===== src/design/bba_pkg.sv =====
// Shared constants and helpers for the buddy block allocator.
// No dependencies.
package bba_pkg;

    localparam int POOL_UNITS_DEF = 2048;

    localparam int CMD_W    = 1;
    localparam int REQ_W    = 12;
    localparam int FADDR_W  = 11;
    localparam int STATUS_W = 2;
    localparam int BADDR_W  = 11;
    localparam int BSIZE_W  = 12;

    localparam logic [CMD_W-1:0] CMD_ALLOC = 1'b0;
    localparam logic [CMD_W-1:0] CMD_FREE  = 1'b1;

    localparam logic [STATUS_W-1:0] ST_OK       = 2'd0;
    localparam logic [STATUS_W-1:0] ST_NO_SPACE = 2'd1;
    localparam logic [STATUS_W-1:0] ST_BAD_FREE = 2'd2;

    // Log2 of the largest power of two that fits in the pool.
    function automatic int f_top_order(input int units);
        int k;
        k = 0;
        while ((k < 30) && ((1 << (k + 1)) <= units)) begin
            k = k + 1;
        end
        return k;
    endfunction

endpackage


===== src/design/bba_ctrl.sv =====
// Sequencer of the buddy allocator: scan, split, free and merge steps
// over the descriptor memory, plus the result register. Depends on bba_pkg.
module bba_ctrl
    import bba_pkg::*;
#(
    parameter int TOP = 11,
    parameter int AW  = 11,
    parameter int OW  = 4
) (
    input  logic                 i_clk,
    input  logic                 i_rst_n,
    input  logic                 i_req_valid,
    output logic                 o_req_ready,
    input  logic [CMD_W-1:0]     i_cmd,
    input  logic [REQ_W-1:0]     i_request_size,
    input  logic [FADDR_W-1:0]   i_free_address,
    output logic                 o_rsp_valid,
    input  logic                 i_rsp_ready,
    output logic [STATUS_W-1:0]  o_status,
    output logic [BADDR_W-1:0]   o_block_address,
    output logic [BSIZE_W-1:0]   o_block_size,
    output logic                 o_we,
    output logic [AW-1:0]        o_waddr,
    output logic [OW+1:0]        o_wdata,
    output logic                 o_re,
    output logic [AW-1:0]        o_raddr,
    input  logic [OW+1:0]        i_rdata
);
    localparam int SW = (TOP + 1 > REQ_W) ? TOP + 1 : REQ_W;
    localparam int XW = ((AW > FADDR_W) ? AW : FADDR_W) + 1;

    localparam logic [3:0] S_CLR  = 4'd0;
    localparam logic [3:0] S_IDLE = 4'd1;
    localparam logic [3:0] S_AEV  = 4'd2;
    localparam logic [3:0] S_ASPL = 4'd3;
    localparam logic [3:0] S_FEV  = 4'd4;
    localparam logic [3:0] S_MEV  = 4'd5;
    localparam logic [3:0] S_MFIN = 4'd6;
    localparam logic [3:0] S_ERR  = 4'd7;

    localparam logic [OW-1:0] TOP_ORD = OW'(TOP);

    logic [3:0]          r_state, n_state;
    logic [AW-1:0]       r_a, n_a;
    logic [OW-1:0]       r_ord, n_ord;
    logic [SW-1:0]       r_want, n_want;
    logic [STATUS_W-1:0] r_err, n_err;
    logic [AW-1:0]       r_clr, n_clr;
    logic                r_ov, n_ov;
    logic [STATUS_W-1:0] r_st, n_st;
    logic [BADDR_W-1:0]  r_oaddr, n_oaddr;
    logic [BSIZE_W-1:0]  r_osize, n_osize;

    logic          cap;
    logic          emit;
    logic          rd_start, rd_used;
    logic [OW-1:0] rd_ord;
    logic [SW-1:0] rd_size, half;
    logic [AW:0]   nxt;
    logic [AW-1:0] bit_m;

    assign rd_start = i_rdata[OW+1];
    assign rd_used  = i_rdata[OW];
    assign rd_ord   = i_rdata[OW-1:0];
    assign rd_size  = SW'(1) << rd_ord;
    assign half     = (SW'(1) << r_ord) >> 1;
    assign nxt      = {1'b0, r_a} + ((AW+1)'(1) << rd_ord);
    assign bit_m    = AW'(1) << r_ord;
    assign cap      = !r_ov || i_rsp_ready;

    always_comb begin
        n_state = r_state;
        n_a     = r_a;
        n_ord   = r_ord;
        n_want  = r_want;
        n_err   = r_err;
        n_clr   = r_clr;
        n_st    = r_st;
        n_oaddr = r_oaddr;
        n_osize = r_osize;
        emit    = 1'b0;
        o_we    = 1'b0;
        o_waddr = r_a;
        o_wdata = '0;
        o_re    = 1'b0;
        o_raddr = r_a;
        o_req_ready = (r_state == S_IDLE);
        case (r_state)
            S_CLR: begin
                o_we    = 1'b1;
                o_waddr = r_clr;
                o_wdata = (r_clr == '0) ? {1'b1, 1'b0, TOP_ORD} : '0;
                n_clr   = r_clr + AW'(1);
                if (r_clr == '1) begin
                    n_state = S_IDLE;
                end
            end
            S_IDLE: begin
                if (i_req_valid) begin
                    if (i_cmd == CMD_ALLOC) begin
                        n_want = (i_request_size == '0) ? SW'(1) : SW'(i_request_size);
                        if (n_want > (SW'(1) << TOP)) begin
                            n_err   = ST_NO_SPACE;
                            n_state = S_ERR;
                        end else begin
                            n_a     = '0;
                            o_re    = 1'b1;
                            o_raddr = '0;
                            n_state = S_AEV;
                        end
                    end else begin
                        if (XW'(i_free_address) >= (XW'(1) << TOP)) begin
                            n_err   = ST_BAD_FREE;
                            n_state = S_ERR;
                        end else begin
                            n_a     = AW'(i_free_address);
                            o_re    = 1'b1;
                            o_raddr = AW'(i_free_address);
                            n_state = S_FEV;
                        end
                    end
                end
            end
            S_AEV: begin
                if (!rd_used && rd_size >= r_want) begin
                    n_ord   = rd_ord;
                    n_state = S_ASPL;
                end else if (nxt[AW]) begin
                    n_err   = ST_NO_SPACE;
                    n_state = S_ERR;
                end else begin
                    n_a     = nxt[AW-1:0];
                    o_re    = 1'b1;
                    o_raddr = nxt[AW-1:0];
                end
            end
            S_ASPL: begin
                if (r_ord != '0 && half >= r_want) begin
                    o_we    = 1'b1;
                    o_waddr = r_a + AW'(half);
                    o_wdata = {1'b1, 1'b0, r_ord - OW'(1)};
                    n_ord   = r_ord - OW'(1);
                end else if (cap) begin
                    o_we    = 1'b1;
                    o_wdata = {1'b1, 1'b1, r_ord};
                    emit    = 1'b1;
                    n_st    = ST_OK;
                    n_oaddr = BADDR_W'(r_a);
                    n_osize = BSIZE_W'(SW'(1) << r_ord);
                    n_state = S_IDLE;
                end
            end
            S_FEV: begin
                if (cap) begin
                    emit = 1'b1;
                    if (!rd_start || !rd_used) begin
                        n_st    = ST_BAD_FREE;
                        n_oaddr = '0;
                        n_osize = '0;
                        n_state = S_IDLE;
                    end else begin
                        n_st    = ST_OK;
                        n_oaddr = BADDR_W'(r_a);
                        n_osize = BSIZE_W'(rd_size);
                        n_ord   = rd_ord;
                        if (rd_ord < TOP_ORD) begin
                            o_re    = 1'b1;
                            o_raddr = r_a ^ (AW'(1) << rd_ord);
                            n_state = S_MEV;
                        end else begin
                            o_we    = 1'b1;
                            o_wdata = {1'b1, 1'b0, rd_ord};
                            n_state = S_IDLE;
                        end
                    end
                end
            end
            S_MEV: begin
                if (rd_start && !rd_used && rd_ord == r_ord) begin
                    // Buddy is whole and free: drop the upper start, grow the lower one.
                    o_we    = 1'b1;
                    o_waddr = r_a | bit_m;
                    o_wdata = '0;
                    n_a     = r_a & ~bit_m;
                    n_ord   = r_ord + OW'(1);
                    if (n_ord < TOP_ORD) begin
                        o_re    = 1'b1;
                        o_raddr = n_a ^ (AW'(1) << n_ord);
                    end else begin
                        n_state = S_MFIN;
                    end
                end else begin
                    o_we    = 1'b1;
                    o_wdata = {1'b1, 1'b0, r_ord};
                    n_state = S_IDLE;
                end
            end
            S_MFIN: begin
                o_we    = 1'b1;
                o_wdata = {1'b1, 1'b0, r_ord};
                n_state = S_IDLE;
            end
            S_ERR: begin
                if (cap) begin
                    emit    = 1'b1;
                    n_st    = r_err;
                    n_oaddr = '0;
                    n_osize = '0;
                    n_state = S_IDLE;
                end
            end
            default: begin
                n_state = S_IDLE;
            end
        endcase
        n_ov = emit ? 1'b1 : (i_rsp_ready ? 1'b0 : r_ov);
    end

    always_ff @(posedge i_clk) begin
        if (!i_rst_n) begin
            r_state <= S_CLR;
            r_clr   <= '0;
            r_ov    <= 1'b0;
        end else begin
            r_state <= n_state;
            r_clr   <= n_clr;
            r_ov    <= n_ov;
        end
        r_a     <= n_a;
        r_ord   <= n_ord;
        r_want  <= n_want;
        r_err   <= n_err;
        r_st    <= n_st;
        r_oaddr <= n_oaddr;
        r_osize <= n_osize;
    end

    assign o_rsp_valid     = r_ov;
    assign o_status        = r_st;
    assign o_block_address = r_oaddr;
    assign o_block_size    = r_osize;
endmodule


===== config.mk =====
export PLATFORM = sky130hd
export DESIGN_NAME = bba_ctrl
export DESIGN_NICKNAME = d
export VERILOG_FILES = /design/src/design/bba_pkg.sv /design/src/design/bba_ctrl.sv
export SDC_FILE = /design/constraint.sdc
export NUM_CORES = 1
export LEC_CHECK = 0
export ABC_CLOCK_PERIOD_IN_PS = 10850
export BUFFER_PORTS_ARGS = -buffer_cell sky130_fd_sc_hd__buf_4
export CAP_MARGIN = 40
export CORE_MARGIN = 2
export CORE_UTILIZATION = 50
export CTS_BUF_LIST = sky130_fd_sc_hd__clkbuf_16
export DETAILED_ROUTE_END_ITERATION = 12
export PLACE_DENSITY = 0.68
export SETUP_SLACK_MARGIN = 0.3
export SLEW_MARGIN = 5
export SYNTH_ARGS = -nofsm -noshare
export SYNTH_HDL_FRONTEND = slang
export SYNTH_SLANG_ARGS = --single-unit

===== constraint.sdc =====
create_clock -name i_clk -period 10.85 [get_ports i_clk]
set_input_delay 1.085 -clock i_clk [delete_from_list [all_inputs] [get_ports i_clk]]
set_output_delay 1.085 -clock i_clk [all_outputs]
set_load 0.1 [all_outputs]

## Word level (Yosys, flattened, before mapping)

Index checks and enable logic that the tools add are counted.
W data, S select, Z words.

- $add $sub $neg: 5
- Order comparisons: 5
- Eq/ne operators: 25
- Shift-type cells: 5
- Multiplexer cells: 90
- Bitwise logic cells: 6
- Reduce and logical (&&, ||, !) cells: 26

Operators by type and width:

| operator | count |
|---|---|
| $mux W11 | 18 |
| $pmux W11 S3 | 3 |
| $mux W12 | 6 |
| $mux W4 | 15 |
| $pmux W11 S4 | 1 |
| $mux W6 | 7 |
| $pmux W12 S3 | 1 |
| $shl A1 B4 Y11 const A | 3 |
| $pmux W6 S5 | 1 |
| $pmux W4 S7 | 1 |
| $ne A2 B2 Y1 const B | 13 |
| $shl A1 B4 Y12 const A | 2 |
| $xor A11 B11 Y11 | 2 |
| $mux W2 | 10 |
| $mux W1 | 18 |
| $reduce_and A6 Y1 | 3 |
| $eq A4 B3 Y1 const B | 4 |
| $pmux W4 S4 | 1 |
| $add A11 B12 Y12 | 1 |
| $ge A11 B12 Y1 | 1 |
| $ge A12 B12 Y1 | 1 |
| $gt A12 B12 Y1 const B | 1 |
| $logic_not A12 Y1 | 1 |
| $add A11 B1 Y11 const B | 1 |
| other kinds (33) | 47 |

- Register bits after elaboration: 70
- Input bits: 34
- Output and inout bits: 57
- Word-level logic and storage cells: 172

## Longest topological paths before layout

- Depth after elaboration: 7
- Mapped depth: 15
- Depth with buffers taken out: 15

## Least setup slack after synthesis

OpenSTA, ideal clock, no wires.

- Kind: input to output
- Start: input i_rdata[1]
- End: output o_raddr[10]
- Data arrival time: 5.883 ns
- Required time: 9.765 ns
- Path slack: 3.882 ns
- Stages: 13
- Buffers on the path: 2
- Cell sequence: buf_2 -> clkbuf_1 -> or4_1 -> inv_1 -> ha_1 -> a21o_1 -> o21ai_1 -> a311o_1 -> a211o_1 -> a211o_1 -> nand2_1 -> o21ai_0 -> a221oi_1

- Cells in the longest elaborated chain, start to end: 6
- Elaborated cells on any way between the ends: 16
- Those cells by class: add/sub (1); order compare (2); eq/ne (1); shift (2); mux (7); bitwise (1); reduce/logical (2)

Ends and longest elaborated chain:

| element | RTL line | RTL |
|---|---|---|
| from (decl) | bba_ctrl.sv:27 | `input logic [OW+1:0] i_rdata` |
| parallel branches: the longest is 5 deep, another holds $add A11 B12 Y12 | n/a |  |
| $pmux W11 S4 * | bba_ctrl.sv:88 | `case (r_state)` |
| to (decl) | bba_ctrl.sv:26 | `output logic [AW-1:0] o_raddr,` |

Every way passes the cells marked *.

## Final worst setup path

- Start: input i_rdata[1]
- End: output o_re

- Cells in the longest elaborated chain, start to end: 5
- Elaborated cells on any way between the ends: 14
- Those cells by class: add/sub (1); order compare (2); eq/ne (1); shift (1); mux (7); reduce/logical (2)

Ends and longest elaborated chain:

| element | RTL line | RTL |
|---|---|---|
| $shl A1 B4 Y12 / $lt A4 B4 Y1 (equally long branches) | bba_ctrl.sv:65, bba_ctrl.sv:67, bba_ctrl.sv:166 |  |
| $add A11 B12 Y12 (tied with other cells) | bba_ctrl.sv:67 | `assign nxt = {1'b0, r_a} + ((AW+1)'(1) << rd_ord);` |
| $mux W1 (tied with other cells) | bba_ctrl.sv:128 | `end else if (nxt[AW]) begin` |
| $mux W1 (on tied branches) | bba_ctrl.sv:125, bba_ctrl.sv:154 |  |
| $pmux W1 S4 * | bba_ctrl.sv:88 |  |
| to (decl) | bba_ctrl.sv:25 | `output logic o_re,` |

Every way passes the cells marked *; elsewhere a longest branch is shown, timed or not.

==> results.yml <==
run_status:
  status: "finished, final reports clean"
routing:
  routed_wl_um: 27900
  drt-pass1-iter-count: 7
  antenna_violating_nets_post_route: 0
  viasPerCell: 6.85
  routed_wire_length_per_instance_um: 25.5
  drt_drc_violations_left: 0
  via_count: 7491
  drt_first_iter_violations: 954
placement:
  finalWeightedCongestion: 1.05
  dp_cells: 1077
  hpwlAfterDp_um: 21000
  io_buffers: 90
final_layout:
  post_layout_nonfiller_instances: 1094
  post_route_cells_drive_above_1_share_pct: 15.3
  num-nets-final: 998
  layout-area-overhead-vs-synth_pct: 16.4
yosys:
  synthTopCellsByArea: "edfxtp_1 (23%), ha_1 (9.2%), a21oi_1 (4.7%)"
  syn_avg_cell_area_um2: 7.92
  ys_dominant_reg_cell: "edfxtp_1"
  synth_nets: 942
  synth.cell_area_um2: 6780
  yosys.area.top_type_share_pct: 23.0
  ys_types: 72
  post-synth-top-area-cell: "edfxtp_1"
  async_reset_ff_share_pct: 0
  synth_most_common_cell: "nand2_1"
  synth-seq-cells: 67
  synth-edff-count: 52
  ys_seq_area_share_pct: 27.5
  netlist_top_cells_count: "nand2_1 (68), a21oi_1 (64), o21ai_0 (63)"
  netlist_instances: 856
  ys_warn_count: 0
clock_tree:
  cts_root_buf: "clkbuf_16"
  total_clock_buffers_created_by_cts: 9
  clock_insertion_delay_at_the_later_pin_of_the_skew_report_ps: 350
  cts_tree: "built"
  cts_sinks: 67
  post_cts.repair.setup_buffers: 0
  cts_hold_buffers: 0
  postCtsResizedCells: 0
  ctsHtreeMaxLevel: 3
  ctsLongestPathBuffers: 2
  clk_pin_slew_ps: 60
floorplan:
  dieHeight_um: 120
  dieWidth_um: 120
  floorplan.initialDensity_pct: 51.2
  num_ports: 91
  coreArea_um2: 13200
  num_rows: 42
  design.die.area_um2: 14500
sta:
  rsz0062_at_grt: "false"
  max_clock_freq_mhz: 164
  worst_slew_margin_relative_to_its_limit_pct: 37.8
  finalMaxSlewViolations: 0
  min_period_over_period_pct: 56.2
  actual_transition_at_the_worst_max_transition_pin_ps: 932
  fin_crit_period_ps: 6090
  totalNegativeSetupSlack_ps: 0
  timing.clock.skew_ps: 6.44
  final-setup-viol-count: 0
  finalHoldViolations: 0
grt:
  grt_start_max_net_pins: 41
  number_of_antenna_violations_at_the_first_check_in_global_routing: 0
  grt_overflow_total: 0
  first_global_vias: 7033
  grt_first_pass_wirelength_um: 41500
  globalRouteTotalUtil_pct: 38.3
worst_setup_path:
  required_ps: 9770
  worstPathArrival_ps: 5010
  worst-path-max-fanout: 19
  endpoint_kind: "primary output"
  timing.critical_path.from_type: "input port"
  critPathKind: "input port to primary output"
flow_run:
  cap_violations: 0
pwr:
  p_per_area_nw_per_um2: 85.1
  relative_contribution_of_sequential_cells_to_total_power_pct: 41.2
  pwr-share-clk_pct: 44.8
  power.share.switching_pct: 28.1
  power.net_switching_mw: 0.189
  ir_worst_vdd_mv: 0.0647
  power.internal_mw: 0.483
  leakagePower_nw: 3.35
  combPwrFrac_pct: 13.9
  power_mw: 0.672
worst_hold_path:
  hp-class: "flip-flop to flip-flop"
## power groups by stage
stage,combinational [mW],clock (mW),sequential (mW)
after detailed placement,0.0911,0,0.282
after CTS,0.0915,0.300,0.277
final,0.0936,0.301,0.277
after global placement,0.0903,0,0.282
after global routing,0.0980,0.310,0.277
after floorplan,0.0635,0,0.282
## critical path: stages
cell and delay (ps):
buf_4 180, nand2b_1 270, nor3_1 490, ha_1 260, a21o_1 80, o21ai_1 90, a311o_1 390, a211o_1 330
nand4_1 160, and2_1 620, nor2_1 340, or3_1 450, buf_4 240
## registers in the layout (all words and copies together) (netlist names), 2 cells and up
| register | count |
|---|---|
| o_block_size | 12 |
| r_want | 12 |
| o_block_address | 11 |
| r_a | 11 |
| r_clr | 11 |
| r_ord | 4 |
| r_state | 3 |
| o_status | 2 |
## layer usage
layer	share of wire [%]	global-route usage [%]	wire length, um	vias up
li1	-	-	-	3313
met2	44	58.8	12300	556
met4	6.1	22.2	1710	0
met5	0	0	0	-
met1	38	49.1	10600	3489
met3	12	9.20	3210	133
## cell usage in the layout (no fill, tap or decap), types with 13 or more instances in the layout
| cell | Yosys | final |
|---|---|---|
| a211oi_1 | 14 | 13 |
| a21o_1 | 13 | 13 |
| a21oi_1 | 64 | 64 |
| a31oi_1 | 13 | 13 |
| and2_1 | 20 | 20 |
| buf_4 | 0 | 104 |
| dfxtp_1 | 15 | 15 |
| edfxtp_1 | 52 | 52 |
| ha_1 | 50 | 50 |
| inv_1 | 51 | 51 |
| nand2_1 | 68 | 68 |
| nand2b_1 | 17 | 17 |
| nand3_1 | 21 | 21 |
| nor2_1 | 61 | 60 |
| nor3_1 | 26 | 26 |
| o21ai_0 | 63 | 63 |
| o22ai_1 | 24 | 24 |
| xnor2_1 | 23 | 23 |
| xor2_1 | 15 | 15 |
## path summary, 6_finish.rpt
kind	startpoint	endpoint	slack, ps	cells after the start
worst min register to register	r_clr[10]$_SDFFE_PN0N_	r_clr[10]$_SDFFE_PN0N_	630	2
worst max-delay path	i_rdata[1]	o_re	4760	13
worst min-delay path	r_clr[10]$_SDFFE_PN0N_	r_clr[10]$_SDFFE_PN0N_	630	2
worst max register to register	r_ord[0]$_DFFE_PP_	r_ord[1]$_DFFE_PP_	6550	12
## stage by stage
step / utilization [%] / worst slack [ps] / hold WS, ps / area (um^2)
2_1_floorplan: - / 3880 / 575 / 6780
3_3_place_gp: 56.9 / 4950 / 609 / 7540
3_5_place_dp: 57.4 / 4860 / 608 / 7600
4_1_cts: 59.6 / 4830 / 633 / 7890
5_1_grt: 59.6 / 4580 / 666 / 7890
6_report: 59.6 / 4760 / 632 / 7890
## cells by family after synthesis
logic type      share of synthesized area, %
flops                                   27.5
mux                                     1.68
buf+inv                                 6.59
fa+ha+maj                               9.82
compound gates                          28.4
xor+xnor                                4.91
simple gates                            21.2
## area by class of cell
class | count | area [um^2]
Sequential cell | 67 | 1860
Timing Repair Buffer | 107 | 835
Tap cell | 176 | 220
Clock inverter | 7 | 67.6
Clock buffer | 9 | 225
Multi-Input combinational cell | 675 | 4490
Antenna cell | 1 | 2.50
Inverter | 52 | 195
Fill cell | 1239 | 5350
Power figures use the tool's default switching activity.
